$ cat src/sv/abam_pkg.sv
// ----------------------------------------------------------------------------
// abam_pkg
// Shared types and constants of the aligned bump allocator with address map.
// ----------------------------------------------------------------------------
`default_nettype none

package abam_pkg;

  localparam int unsigned ADDR_W            = 32;
  localparam int unsigned SIZE_W            = 25;
  localparam int unsigned ALIGN_BYTES       = 32;
  localparam int unsigned TABLE_ENTRIES_DEF = 64;
  localparam int unsigned CMD_DEPTH         = 2;
  localparam int unsigned CFG_IDX_W         = 2;
  localparam int unsigned CFG_DATA_W        = 32;
  localparam logic [SIZE_W-1:0] HEAP_SIZE_RST = SIZE_W'(1048576);

  // register indexes on the config port
  localparam logic [CFG_IDX_W-1:0] REG_HEAP_BASE = CFG_IDX_W'(0);
  localparam logic [CFG_IDX_W-1:0] REG_HEAP_SIZE = CFG_IDX_W'(1);

  typedef enum logic [1:0] {
    OP_ALLOC  = 2'd0,
    OP_INSERT = 2'd1,
    OP_LOOKUP = 2'd2,
    OP_CLEAR  = 2'd3
  } op_e;

  typedef enum logic [1:0] {
    S_IDLE,
    S_ALLOC,
    S_SCAN,
    S_DONE
  } back_state_e;

  typedef struct packed {
    logic [ADDR_W-1:0] heap_base;
    logic [SIZE_W-1:0] heap_size;
  } cfg_t;

  // classified command between front and back
  typedef struct packed {
    op_e               op;
    logic [SIZE_W-1:0] size;
    logic [ADDR_W-1:0] orig;
    logic [ADDR_W-1:0] conv;
    logic              pair_ok;   // both addresses nonzero
    logic              key_zero;  // lookup key is zero, always a miss
  } cmd_t;

  typedef struct packed {
    logic [ADDR_W-1:0] addr;
    logic              success;
    logic              overflow;
    logic [SIZE_W-1:0] high_water;
  } res_t;

endpackage

`default_nettype wire

$ cat src/sv/aligned_bump_allocator_with_map_top.sv
// ----------------------------------------------------------------------------
// aligned_bump_allocator_with_map_top
// Bump allocator with 32-byte aligned block ends plus an address map table.
// ----------------------------------------------------------------------------
// path: front register, command queue, back state machine, output register;
//   clear and insert finish in S_IDLE, alloc passes through S_ALLOC,
//   lookup walks the table in S_SCAN to a hit or past the last entry,
//   key zero or an empty table finishes a lookup in S_IDLE
// throughput: one item at a time in the back, one table read per cycle
// reset: pointer, high-water mark, overflow and entry count go to zero,
//   heap_base 0, heap_size 1 MiB; table contents undefined until written
`default_nettype none

module aligned_bump_allocator_with_map_top #(
  parameter int unsigned TABLE_ENTRIES = abam_pkg::TABLE_ENTRIES_DEF
) (
  input  wire logic                           clk_i,
  input  wire logic                           rst_ni,
  // config write port
  input  wire logic                           cfg_we_i,
  input  wire logic [abam_pkg::CFG_IDX_W-1:0] cfg_idx_i,
  input  wire logic [abam_pkg::CFG_DATA_W-1:0] cfg_wdata_i,
  // request side
  input  wire logic                           push_i,
  output logic                                full_o,
  input  wire logic [1:0]                     operation_i,
  input  wire logic [abam_pkg::SIZE_W-1:0]    request_size_i,
  input  wire logic [abam_pkg::ADDR_W-1:0]    original_addr_i,
  input  wire logic [abam_pkg::ADDR_W-1:0]    converted_addr_i,
  // result side
  output logic                                empty_o,
  input  wire logic                           pop_i,
  output logic [abam_pkg::ADDR_W-1:0]         result_addr_o,
  output logic                                success_o,
  output logic                                overflow_o,
  output logic [abam_pkg::SIZE_W-1:0]         high_water_o
);
  import abam_pkg::*;

  cfg_t cfg_q;
  cmd_t front_cmd;
  cmd_t queue_cmd;
  res_t res;
  logic front_push;
  logic queue_full;
  logic queue_empty;
  logic queue_pop;

  // config registers; a clear transfer must follow any write
  always_ff @(posedge clk_i or negedge rst_ni) begin
    if (!rst_ni) begin
      cfg_q.heap_base <= '0;
      cfg_q.heap_size <= HEAP_SIZE_RST;
    end else if (cfg_we_i) begin
      unique case (cfg_idx_i)
        REG_HEAP_BASE: cfg_q.heap_base <= cfg_wdata_i[ADDR_W-1:0];
        REG_HEAP_SIZE: cfg_q.heap_size <= cfg_wdata_i[SIZE_W-1:0];
        default: ;  // unknown index, write dropped
      endcase
    end
  end

  // front: register the item and classify it
  abam_front u_front (
    .clk_i            (clk_i),
    .rst_ni           (rst_ni),
    .push_i           (push_i),
    .full_o           (full_o),
    .operation_i      (operation_i),
    .request_size_i   (request_size_i),
    .original_addr_i  (original_addr_i),
    .converted_addr_i (converted_addr_i),
    .cmd_push_o       (front_push),
    .cmd_o            (front_cmd),
    .cmd_full_i       (queue_full)
  );

  // short queue so the front keeps taking items while the back works
  abam_cmd_fifo u_cmd_fifo (
    .clk_i   (clk_i),
    .rst_ni  (rst_ni),
    .push_i  (front_push),
    .data_i  (front_cmd),
    .full_o  (queue_full),
    .pop_i   (queue_pop),
    .data_o  (queue_cmd),
    .empty_o (queue_empty)
  );

  // back: allocator, table walk and output register
  abam_back #(
    .TableEntries (TABLE_ENTRIES)
  ) u_back (
    .clk_i       (clk_i),
    .rst_ni      (rst_ni),
    .cfg_i       (cfg_q),
    .cmd_i       (queue_cmd),
    .cmd_empty_i (queue_empty),
    .cmd_pop_o   (queue_pop),
    .res_o       (res),
    .res_empty_o (empty_o),
    .res_pop_i   (pop_i)
  );

  assign result_addr_o = res.addr;
  assign success_o     = res.success;
  assign overflow_o    = res.overflow;
  assign high_water_o  = res.high_water;

endmodule

`default_nettype wire

$ cat src/sv/abam_cmd_fifo.sv
// ----------------------------------------------------------------------------
// abam_cmd_fifo
// Short command queue between the front and the back.
// ----------------------------------------------------------------------------
`default_nettype none

module abam_cmd_fifo (
  input  wire logic          clk_i,
  input  wire logic          rst_ni,
  input  wire logic          push_i,
  input  abam_pkg::cmd_t     data_i,
  output logic               full_o,
  input  wire logic          pop_i,
  output abam_pkg::cmd_t     data_o,
  output logic               empty_o
);
  import abam_pkg::*;

  localparam int unsigned PtrW = (CMD_DEPTH > 1) ? $clog2(CMD_DEPTH) : 1;
  localparam int unsigned CntW = $clog2(CMD_DEPTH + 1);

  cmd_t            mem_q [CMD_DEPTH];
  logic [PtrW-1:0] wr_ptr_q, wr_ptr_d;
  logic [PtrW-1:0] rd_ptr_q, rd_ptr_d;
  logic [CntW-1:0] cnt_q, cnt_d;
  logic            do_push, do_pop;

  assign full_o  = (cnt_q == CntW'(CMD_DEPTH));
  assign empty_o = (cnt_q == '0);
  assign do_push = push_i && !full_o;
  assign do_pop  = pop_i && !empty_o;
  assign data_o  = mem_q[rd_ptr_q];

  always_comb begin
    wr_ptr_d = wr_ptr_q;
    rd_ptr_d = rd_ptr_q;
    cnt_d    = cnt_q;
    if (do_push) begin
      wr_ptr_d = (wr_ptr_q == PtrW'(CMD_DEPTH - 1)) ? '0 : wr_ptr_q + PtrW'(1);
    end
    if (do_pop) begin
      rd_ptr_d = (rd_ptr_q == PtrW'(CMD_DEPTH - 1)) ? '0 : rd_ptr_q + PtrW'(1);
    end
    if (do_push && !do_pop) begin
      cnt_d = cnt_q + CntW'(1);
    end else if (do_pop && !do_push) begin
      cnt_d = cnt_q - CntW'(1);
    end
  end

  always_ff @(posedge clk_i or negedge rst_ni) begin
    if (!rst_ni) begin
      wr_ptr_q <= '0;
      rd_ptr_q <= '0;
      cnt_q    <= '0;
    end else begin
      wr_ptr_q <= wr_ptr_d;
      rd_ptr_q <= rd_ptr_d;
      cnt_q    <= cnt_d;
    end
  end

  always_ff @(posedge clk_i) begin
    if (do_push) begin
      mem_q[wr_ptr_q] <= data_i;
    end
  end

endmodule

`default_nettype wire

$ cat src/sv/abam_front.sv
// ----------------------------------------------------------------------------
// abam_front
// Input stage: takes items, classifies them and hands them to the queue.
// ----------------------------------------------------------------------------
`default_nettype none

module abam_front (
  input  wire logic                      clk_i,
  input  wire logic                      rst_ni,
  input  wire logic                      push_i,
  output logic                           full_o,
  input  wire logic [1:0]                operation_i,
  input  wire logic [abam_pkg::SIZE_W-1:0] request_size_i,
  input  wire logic [abam_pkg::ADDR_W-1:0] original_addr_i,
  input  wire logic [abam_pkg::ADDR_W-1:0] converted_addr_i,
  output logic                           cmd_push_o,
  output abam_pkg::cmd_t                 cmd_o,
  input  wire logic                      cmd_full_i
);
  import abam_pkg::*;

  logic valid_q, valid_d;
  cmd_t item_q;
  logic accept;

  assign cmd_push_o = valid_q && !cmd_full_i;
  assign full_o     = valid_q && cmd_full_i;
  assign accept     = push_i && !full_o;
  assign cmd_o      = item_q;

  always_comb begin
    valid_d = valid_q;
    if (accept) begin
      valid_d = 1'b1;
    end else if (cmd_push_o) begin
      valid_d = 1'b0;
    end
  end

  always_ff @(posedge clk_i or negedge rst_ni) begin
    if (!rst_ni) begin
      valid_q <= 1'b0;
    end else begin
      valid_q <= valid_d;
    end
  end

  always_ff @(posedge clk_i) begin
    if (accept) begin
      item_q.op       <= op_e'(operation_i);
      item_q.size     <= request_size_i;
      item_q.orig     <= original_addr_i;
      item_q.conv     <= converted_addr_i;
      item_q.pair_ok  <= (original_addr_i != '0) && (converted_addr_i != '0);
      item_q.key_zero <= (original_addr_i == '0);
    end
  end

endmodule

`default_nettype wire

$ cat src/sv/abam_back.sv
// ----------------------------------------------------------------------------
// abam_back
// Execution stage: allocator state, map table and result register.
// ----------------------------------------------------------------------------
`default_nettype none

module abam_back #(
  parameter int unsigned TableEntries = abam_pkg::TABLE_ENTRIES_DEF
) (
  input  wire logic          clk_i,
  input  wire logic          rst_ni,
  input  abam_pkg::cfg_t     cfg_i,
  input  abam_pkg::cmd_t     cmd_i,
  input  wire logic          cmd_empty_i,
  output logic               cmd_pop_o,
  output abam_pkg::res_t     res_o,
  output logic               res_empty_o,
  input  wire logic          res_pop_i
);
  import abam_pkg::*;

  localparam int unsigned IdxW = (TableEntries > 1) ? $clog2(TableEntries) : 1;
  localparam int unsigned CntW = $clog2(TableEntries + 1);
  localparam int unsigned EndW = ADDR_W + 1;
  localparam logic [EndW-1:0] AlignMask = EndW'(ALIGN_BYTES - 1);
  localparam logic [SIZE_W-1:0] PeakMax = '1;

  back_state_e state_q, state_d;

  logic [ADDR_W-1:0] ptr_q, ptr_d;
  logic [SIZE_W-1:0] peak_q, peak_d;
  logic              ovf_q, ovf_d;
  logic [CntW-1:0]   cnt_q, cnt_d;
  logic [CntW-1:0]   scan_q, scan_d;
  logic              cmp_vld_q, cmp_vld_d;
  logic [EndW-1:0]   end_q, end_d;
  logic [EndW-1:0]   limit_q, limit_d;
  logic [ADDR_W-1:0] key_q, key_d;
  res_t              res_q, res_d;
  res_t              out_q;
  logic              out_vld_q;
  logic              out_load;

  logic              finish;
  logic [ADDR_W-1:0] fin_addr;
  logic              fin_ok;
  logic [EndW-1:0]   offset;
  logic              mem_we;
  logic              rd_en;

  logic [ADDR_W-1:0] orig_mem [TableEntries];
  logic [ADDR_W-1:0] conv_mem [TableEntries];
  logic [ADDR_W-1:0] rd_orig_q, rd_conv_q;

  assign cmd_pop_o   = (state_q == S_IDLE) && !cmd_empty_i;
  assign res_o       = out_q;
  assign res_empty_o = !out_vld_q;

  always_comb begin
    state_d   = state_q;
    ptr_d     = ptr_q;
    peak_d    = peak_q;
    ovf_d     = ovf_q;
    cnt_d     = cnt_q;
    scan_d    = scan_q;
    cmp_vld_d = 1'b0;
    end_d     = end_q;
    limit_d   = limit_q;
    key_d     = key_q;
    res_d     = res_q;
    finish    = 1'b0;
    fin_addr  = '0;
    fin_ok    = 1'b0;
    mem_we    = 1'b0;
    rd_en     = 1'b0;
    out_load  = 1'b0;
    offset    = '0;

    unique case (state_q)
      S_IDLE: begin
        if (!cmd_empty_i) begin
          unique case (cmd_i.op)
            OP_ALLOC: begin
              end_d   = ({1'b0, ptr_q} + EndW'(cmd_i.size) + AlignMask) & ~AlignMask;
              limit_d = {1'b0, cfg_i.heap_base} + EndW'(cfg_i.heap_size);
              state_d = S_ALLOC;
            end
            OP_INSERT: begin
              finish = 1'b1;
              if ((cnt_q < CntW'(TableEntries)) && cmd_i.pair_ok) begin
                mem_we = 1'b1;
                cnt_d  = cnt_q + CntW'(1);
                fin_ok = 1'b1;
              end else begin
                ovf_d = 1'b1;
              end
            end
            OP_LOOKUP: begin
              if (cmd_i.key_zero || (cnt_q == '0)) begin
                finish = 1'b1;
              end else begin
                key_d   = cmd_i.orig;
                scan_d  = '0;
                state_d = S_SCAN;
              end
            end
            OP_CLEAR: begin
              ptr_d  = cfg_i.heap_base;
              ovf_d  = 1'b0;
              cnt_d  = '0;
              fin_ok = 1'b1;
              finish = 1'b1;
            end
            default: ;
          endcase
        end
      end

      S_ALLOC: begin
        finish = 1'b1;
        offset = (end_q >= {1'b0, cfg_i.heap_base}) ? end_q - {1'b0, cfg_i.heap_base} : '0;
        // saturate offset into the high-water width
        if (offset[EndW-1:SIZE_W] != '0) begin
          if (PeakMax > peak_q) peak_d = PeakMax;
        end else if (offset[SIZE_W-1:0] > peak_q) begin
          peak_d = offset[SIZE_W-1:0];
        end
        if ((end_q > limit_q) || end_q[EndW-1]) begin
          ovf_d = 1'b1;
        end else begin
          ptr_d    = end_q[ADDR_W-1:0];
          fin_addr = ptr_q;
          fin_ok   = 1'b1;
        end
      end

      S_SCAN: begin
        // one table read issued per cycle, compared in the cycle after
        if (cmp_vld_q && (rd_orig_q == key_q)) begin
          finish   = 1'b1;
          fin_addr = rd_conv_q;
          fin_ok   = 1'b1;
        end else if (scan_q < cnt_q) begin
          rd_en     = 1'b1;
          scan_d    = scan_q + CntW'(1);
          cmp_vld_d = 1'b1;
        end else if (!cmp_vld_q) begin
          finish = 1'b1;
        end
      end

      S_DONE: begin
        if (!out_vld_q || res_pop_i) begin
          out_load = 1'b1;
          state_d  = S_IDLE;
        end
      end

      default: state_d = S_IDLE;
    endcase

    if (finish) begin
      res_d.addr       = fin_addr;
      res_d.success    = fin_ok;
      res_d.overflow   = ovf_d;
      res_d.high_water = peak_d;
      state_d          = S_DONE;
    end
  end

  always_ff @(posedge clk_i or negedge rst_ni) begin
    if (!rst_ni) begin
      state_q   <= S_IDLE;
      ptr_q     <= '0;
      peak_q    <= '0;
      ovf_q     <= 1'b0;
      cnt_q     <= '0;
      scan_q    <= '0;
      cmp_vld_q <= 1'b0;
      out_vld_q <= 1'b0;
    end else begin
      state_q   <= state_d;
      ptr_q     <= ptr_d;
      peak_q    <= peak_d;
      ovf_q     <= ovf_d;
      cnt_q     <= cnt_d;
      scan_q    <= scan_d;
      cmp_vld_q <= cmp_vld_d;
      if (out_load) begin
        out_vld_q <= 1'b1;
      end else if (res_pop_i) begin
        out_vld_q <= 1'b0;
      end
    end
  end

  always_ff @(posedge clk_i) begin
    end_q   <= end_d;
    limit_q <= limit_d;
    key_q   <= key_d;
    res_q   <= res_d;
    if (out_load) begin
      out_q <= res_q;
    end
  end

  // map table, one write and one registered read port
  always_ff @(posedge clk_i) begin
    if (mem_we) begin
      orig_mem[cnt_q[IdxW-1:0]] <= cmd_i.orig;
      conv_mem[cnt_q[IdxW-1:0]] <= cmd_i.conv;
    end
    if (rd_en) begin
      rd_orig_q <= orig_mem[scan_q[IdxW-1:0]];
      rd_conv_q <= conv_mem[scan_q[IdxW-1:0]];
    end
  end

  a_cnt_bound: assert property (@(posedge clk_i) disable iff (!rst_ni)
    cnt_q <= CntW'(TableEntries))
    else $error("entry count past table depth");

  a_scan_bound: assert property (@(posedge clk_i) disable iff (!rst_ni)
    (state_q == S_SCAN) |-> (scan_q <= cnt_q))
    else $error("scan index past entry count");

  a_clear_effect: assert property (@(posedge clk_i) disable iff (!rst_ni)
    (cmd_pop_o && (cmd_i.op == OP_CLEAR)) |=>
      ((ptr_q == $past(cfg_i.heap_base)) && (cnt_q == '0) && !ovf_q))
    else $error("clear did not rewind allocator and table");

  a_done_holds: assert property (@(posedge clk_i) disable iff (!rst_ni)
    ((state_q == S_DONE) && out_vld_q && !res_pop_i) |=> (state_q == S_DONE))
    else $error("result dropped while output register busy");

endmodule

`default_nettype wire
$ cat config.mk
export PLATFORM = sky130hd
export DESIGN_NAME = aligned_bump_allocator_with_map_top
export DESIGN_NICKNAME = d
export VERILOG_FILES = /design/src/sv/abam_pkg.sv /design/src/sv/aligned_bump_allocator_with_map_top.sv /design/src/sv/abam_cmd_fifo.sv /design/src/sv/abam_front.sv /design/src/sv/abam_back.sv
export SDC_FILE = /design/constraint.sdc
export NUM_CORES = 2
export LEC_CHECK = 0
export BUFFER_PORTS_ARGS = -buffer_cell sky130_fd_sc_hd__buf_2
export CORE_AREA = 2 2 442 774
export CTS_CLUSTER_DIAMETER = 60
export DETAILED_ROUTE_END_ITERATION = 10
export DIE_AREA = 0 0 444 776
export HOLD_SLACK_MARGIN = 0.1
export PLACE_DENSITY = 0.71
export REMOVE_ABC_BUFFERS = 1
export SLEW_MARGIN = 20
export SYNTH_ARGS = -nofsm -noshare
export SYNTH_HDL_FRONTEND = slang
export SYNTH_HIERARCHICAL = 1
export SYNTH_MEMORY_MAX_BITS = 65536
export SYNTH_SLANG_ARGS = --single-unit
$ cat constraint.sdc
create_clock -name clk_i -period 8.8 [get_ports clk_i]
set_clock_uncertainty 0.2 [all_clocks]
set_input_delay 0.44 -clock clk_i [delete_from_list [all_inputs] [get_ports clk_i]]
set_output_delay 0.44 -clock clk_i [all_outputs]
set_load 0.03 [all_outputs]
==> reports/metrics.cfg <==
[outcome]
status=complete, no violations

[placement]
place.gp.congestion=0.925
dp_cells=12400
numPortBuffers=190
post_dp_cell_area_um2=193000
hpwl_um=287000

[worst_hold_path]
min_path_type=input port to flop
min_delay_path_depth=2

[cts]
cts_setup_buffers=0
worstSkewPairLatency_ns=0.99
cts_resized=0
cts_sinks=4788
clk_pin_slew_ns=0.07
clockBufferDepth=4
cts_tree=built
cts_root_buf=clkbuf_16
htreeDepth=5
numCtsBuffers=413

[cells_and_area]
design_area_um2=209000
layout-drive-gt1-share_pct=28.9
final_core_util_pct=61.9
n_fill_cell=22200
nets=8930
fin_cells=13400
areaGrowthSynthToFinish_pct=12.9

[timing]
period_needed_ns=7.84
hold_slack_ns=0.136
max_freq_mhz=127
slew_violations=0
rsz0062_at_grt=no
finalHoldViolations=0
setup_viol=0
min_period_over_period_pct=89.1
relSlewSlack_pct=15.6
tightest_slew_ns=1.26

[worst_setup_path]
required_ns=9.25
arrival_ns=8.29
crit_slowest_cell=nor4b_1
rr_worst_depth=18
cp_common_cell=a21oi_1
path_cells=or4_1, nor4b_1, nand3b_1, a21oi_1, o21ai_1, o22ai_1, o211a_1, buf_4, nor3_1, ha_1, nand4_1, nor2_1, a21oi_1, a31oi_1, nor2_1, a21oi_1, nand2_1, o311ai_0
crit_cells=18
critPathTopFamily=simple AND/OR/NAND/NOR gates
crit_path_end_kind=flop
critPathMaxFanout=45
worstSetupPathType=flop to flop
start_kind=flop
crit_buf_inv=1
slowest_delay_ns=1.02

[global_route]
gr-usage-all-layers_pct=30.1
grt_remaining_overflow=0
grt_max_degree=132
grt_pass1_wl_um=718000
grt_pass1_vias=92300
antenna_found_initial=23

[logic_synthesis]
synth_common_cells=edfxtp_1 (4650), mux4_2 (1344), clkbuf_1 (243)
ys.warnings.count=6
seq_area_frac_synth_pct=77.1
yosys.cell_types.count=83
syn_area_per_cell_um2=23.3
syn_inst=7960
yosysTopAreaCell=edfxtp_1
synth.top_cells.by_area=edfxtp_1 (75%), mux4_2 (16%), dfrtp_1 (1.8%)
ys_ff_latch=4788
synth.top_cell.area_share_pct=75.3
synth_flop_cell=edfxtp_1
syn_area_um2=185000
synth_edf_count=4650
yosysMostFrequentCell=edfxtp_1
synth-async-reset-ratio_pct=2.88

[pwr]
p_leak_nw=65.6
ir_drop_mv=0.267
powerDensity_nw_per_um2=291

[route]
wl_um=517000
vias_per_cell=6.76
final_antenna_net_count=0
drtPass1Iterations=8
drt_iter0_drc=11300
wl_per_cell_um=38.6
via_count=90600
drc=0

[floorplanning]
die_area_um2=345000
ios=191
chipHeight_um=776
core-area_um2=338000
start_util_pct=54.9
dieWidth_um=444
rows=283

[run]
max_cap_viol_count=0

==> per-layer routing <==
layer	up-vias	track usage, %	routed length, um
met5	-	0	44
met4	6	14.8	31100
met3	1225	5.62	46900
met2	5318	53.0	273000
met1	48900	35.6	166000
li1	35200	-	-
==> cells by family after synthesis <==
group | Yosys count | synth area share (%)
adder cells (fa/ha/maj) | 169 | 1.14
multiplexers | 1524 | 17.4
AND/OR/NAND/NOR | 506 | 1.32
buffers and inverters | 491 | 1.05
AO/OA/AOI/OAI | 362 | 1.38
flip-flops | 4788 | 77.1
XOR/XNOR | 120 | 0.567
==> timing repair <==
| item | CTS | global route |
|---|---|---|
| hold endpoints to repair | 266 | 0 |
| hold buffers | 233 | 0 |
| setup endpoints to repair | 0 | 0 |
==> worst paths after layout <==
check,start,slack (ns),to
worst max-delay path,cfg_q[25]$_DFFE_PN0P_,0.96,u_back/res_q[5]$_DFFE_PP_
worst min-delay path,converted_addr_i[22],0.14,u_front/cmd_o[24]$_DFFE_PP_
worst max register to register,cfg_q[25]$_DFFE_PN0P_,0.96,u_back/res_q[5]$_DFFE_PP_
worst min register to register,u_back/res_q[58]$_DFFE_PP_,0.20,u_back/res_o[58]$_DFFE_PP_
max in group asynchronous,rst_ni,7.11,u_cmd_fifo/rd_ptr_q$_DFFE_PN0P_
min in group asynchronous,rst_ni,0.41,cfg_q[20]$_DFFE_PN1P_
==> flip-flops by register name, indices dropped and copies added (netlist names), 7 cells and up <==
| register | count |
|---|---|
| u_back/peak_q | 25 |
| u_back/cnt_q | 7 |
| u_back/ptr_q | 32 |
| u_back/limit_q | 33 |
| u_back/key_q | 32 |
| cfg_q | 57 |
| u_back/rd_orig_q | 32 |
| u_back/res_q | 59 |
| u_back/scan_q | 7 |
| u_back/res_o | 59 |
| u_cmd_fifo/mem_q | 186 |
| u_back/orig_mem | 2048 |
| u_back/end_q | 28 |
| u_front/cmd_o | 93 |
| u_back/conv_mem | 2048 |
| u_back/rd_conv_q | 32 |
==> layout by cell type (no fill, tap or decap), drive strengths merged, types with 63 or more instances in the layout <==
cell type    synthesis  routed
clkinv               1     187
ha                 168     168
inv                131     143
a21oi               94      94
mux4              1344    1344
buf                115     383
clkbuf             244     477
xor2                63      63
mux2               153     153
nor2               159     159
edfxtp            4650    4650
nand2              121     121
dlygate4sd3          0     232
dfrtp              137     137
==> worst register-to-register path: stages (launching register included) <==
cell and delay, ns:
dfrtp_1 0.50, or4_1 0.61, nor4b_1 1.02, nand3b_1 0.34
a21oi_1 0.21, o21ai_1 0.32, o22ai_1 0.21, o211a_1 0.26
buf_4 0.26, nor3_1 0.38, ha_1 0.20, nand4_1 0.07
nor2_1 0.19, a21oi_1 0.09, a31oi_1 0.31, nor2_1 0.08
a21oi_1 0.73, nand2_1 0.65, o311ai_0 0.89
==> final cells by class <==
cell class                      count  area (um2)  share of cell area (%)
Sequential cell                  4788      143000                    68.4
Clock inverter                    276        2980                    1.42
Inverter                          132         503                   0.240
Multi-Input combinational cell   2681       41200                    19.7
Clock buffer                      477       10700                    5.12
Timing Repair Buffer              615        5260                    2.51
Antenna cell                       19        47.5                  0.0227
Tap cell                         4417        5530                    2.64
==> through the flow <==
step	power, mW	setup TNS [ns]	setup WS [ns]
final	61.0	0	0.956
after CTS	61.1	0	1.31
after floorplan	41.8	-6324.00	-33.27
after global placement	42.2	0	1.42
after global routing	62.7	0	1.02
after detailed placement	42.6	0	1.41
==> power breakdown <==
group          leakage, nW  internal [mW]  total (mW)  switching, mW
logic                 15.5           4.49        12.7           8.20
registers             43.4           29.0        29.6          0.603
clock network         6.67           10.4        18.6           8.26
Note: power is estimated with default switching activity, not from simulation.
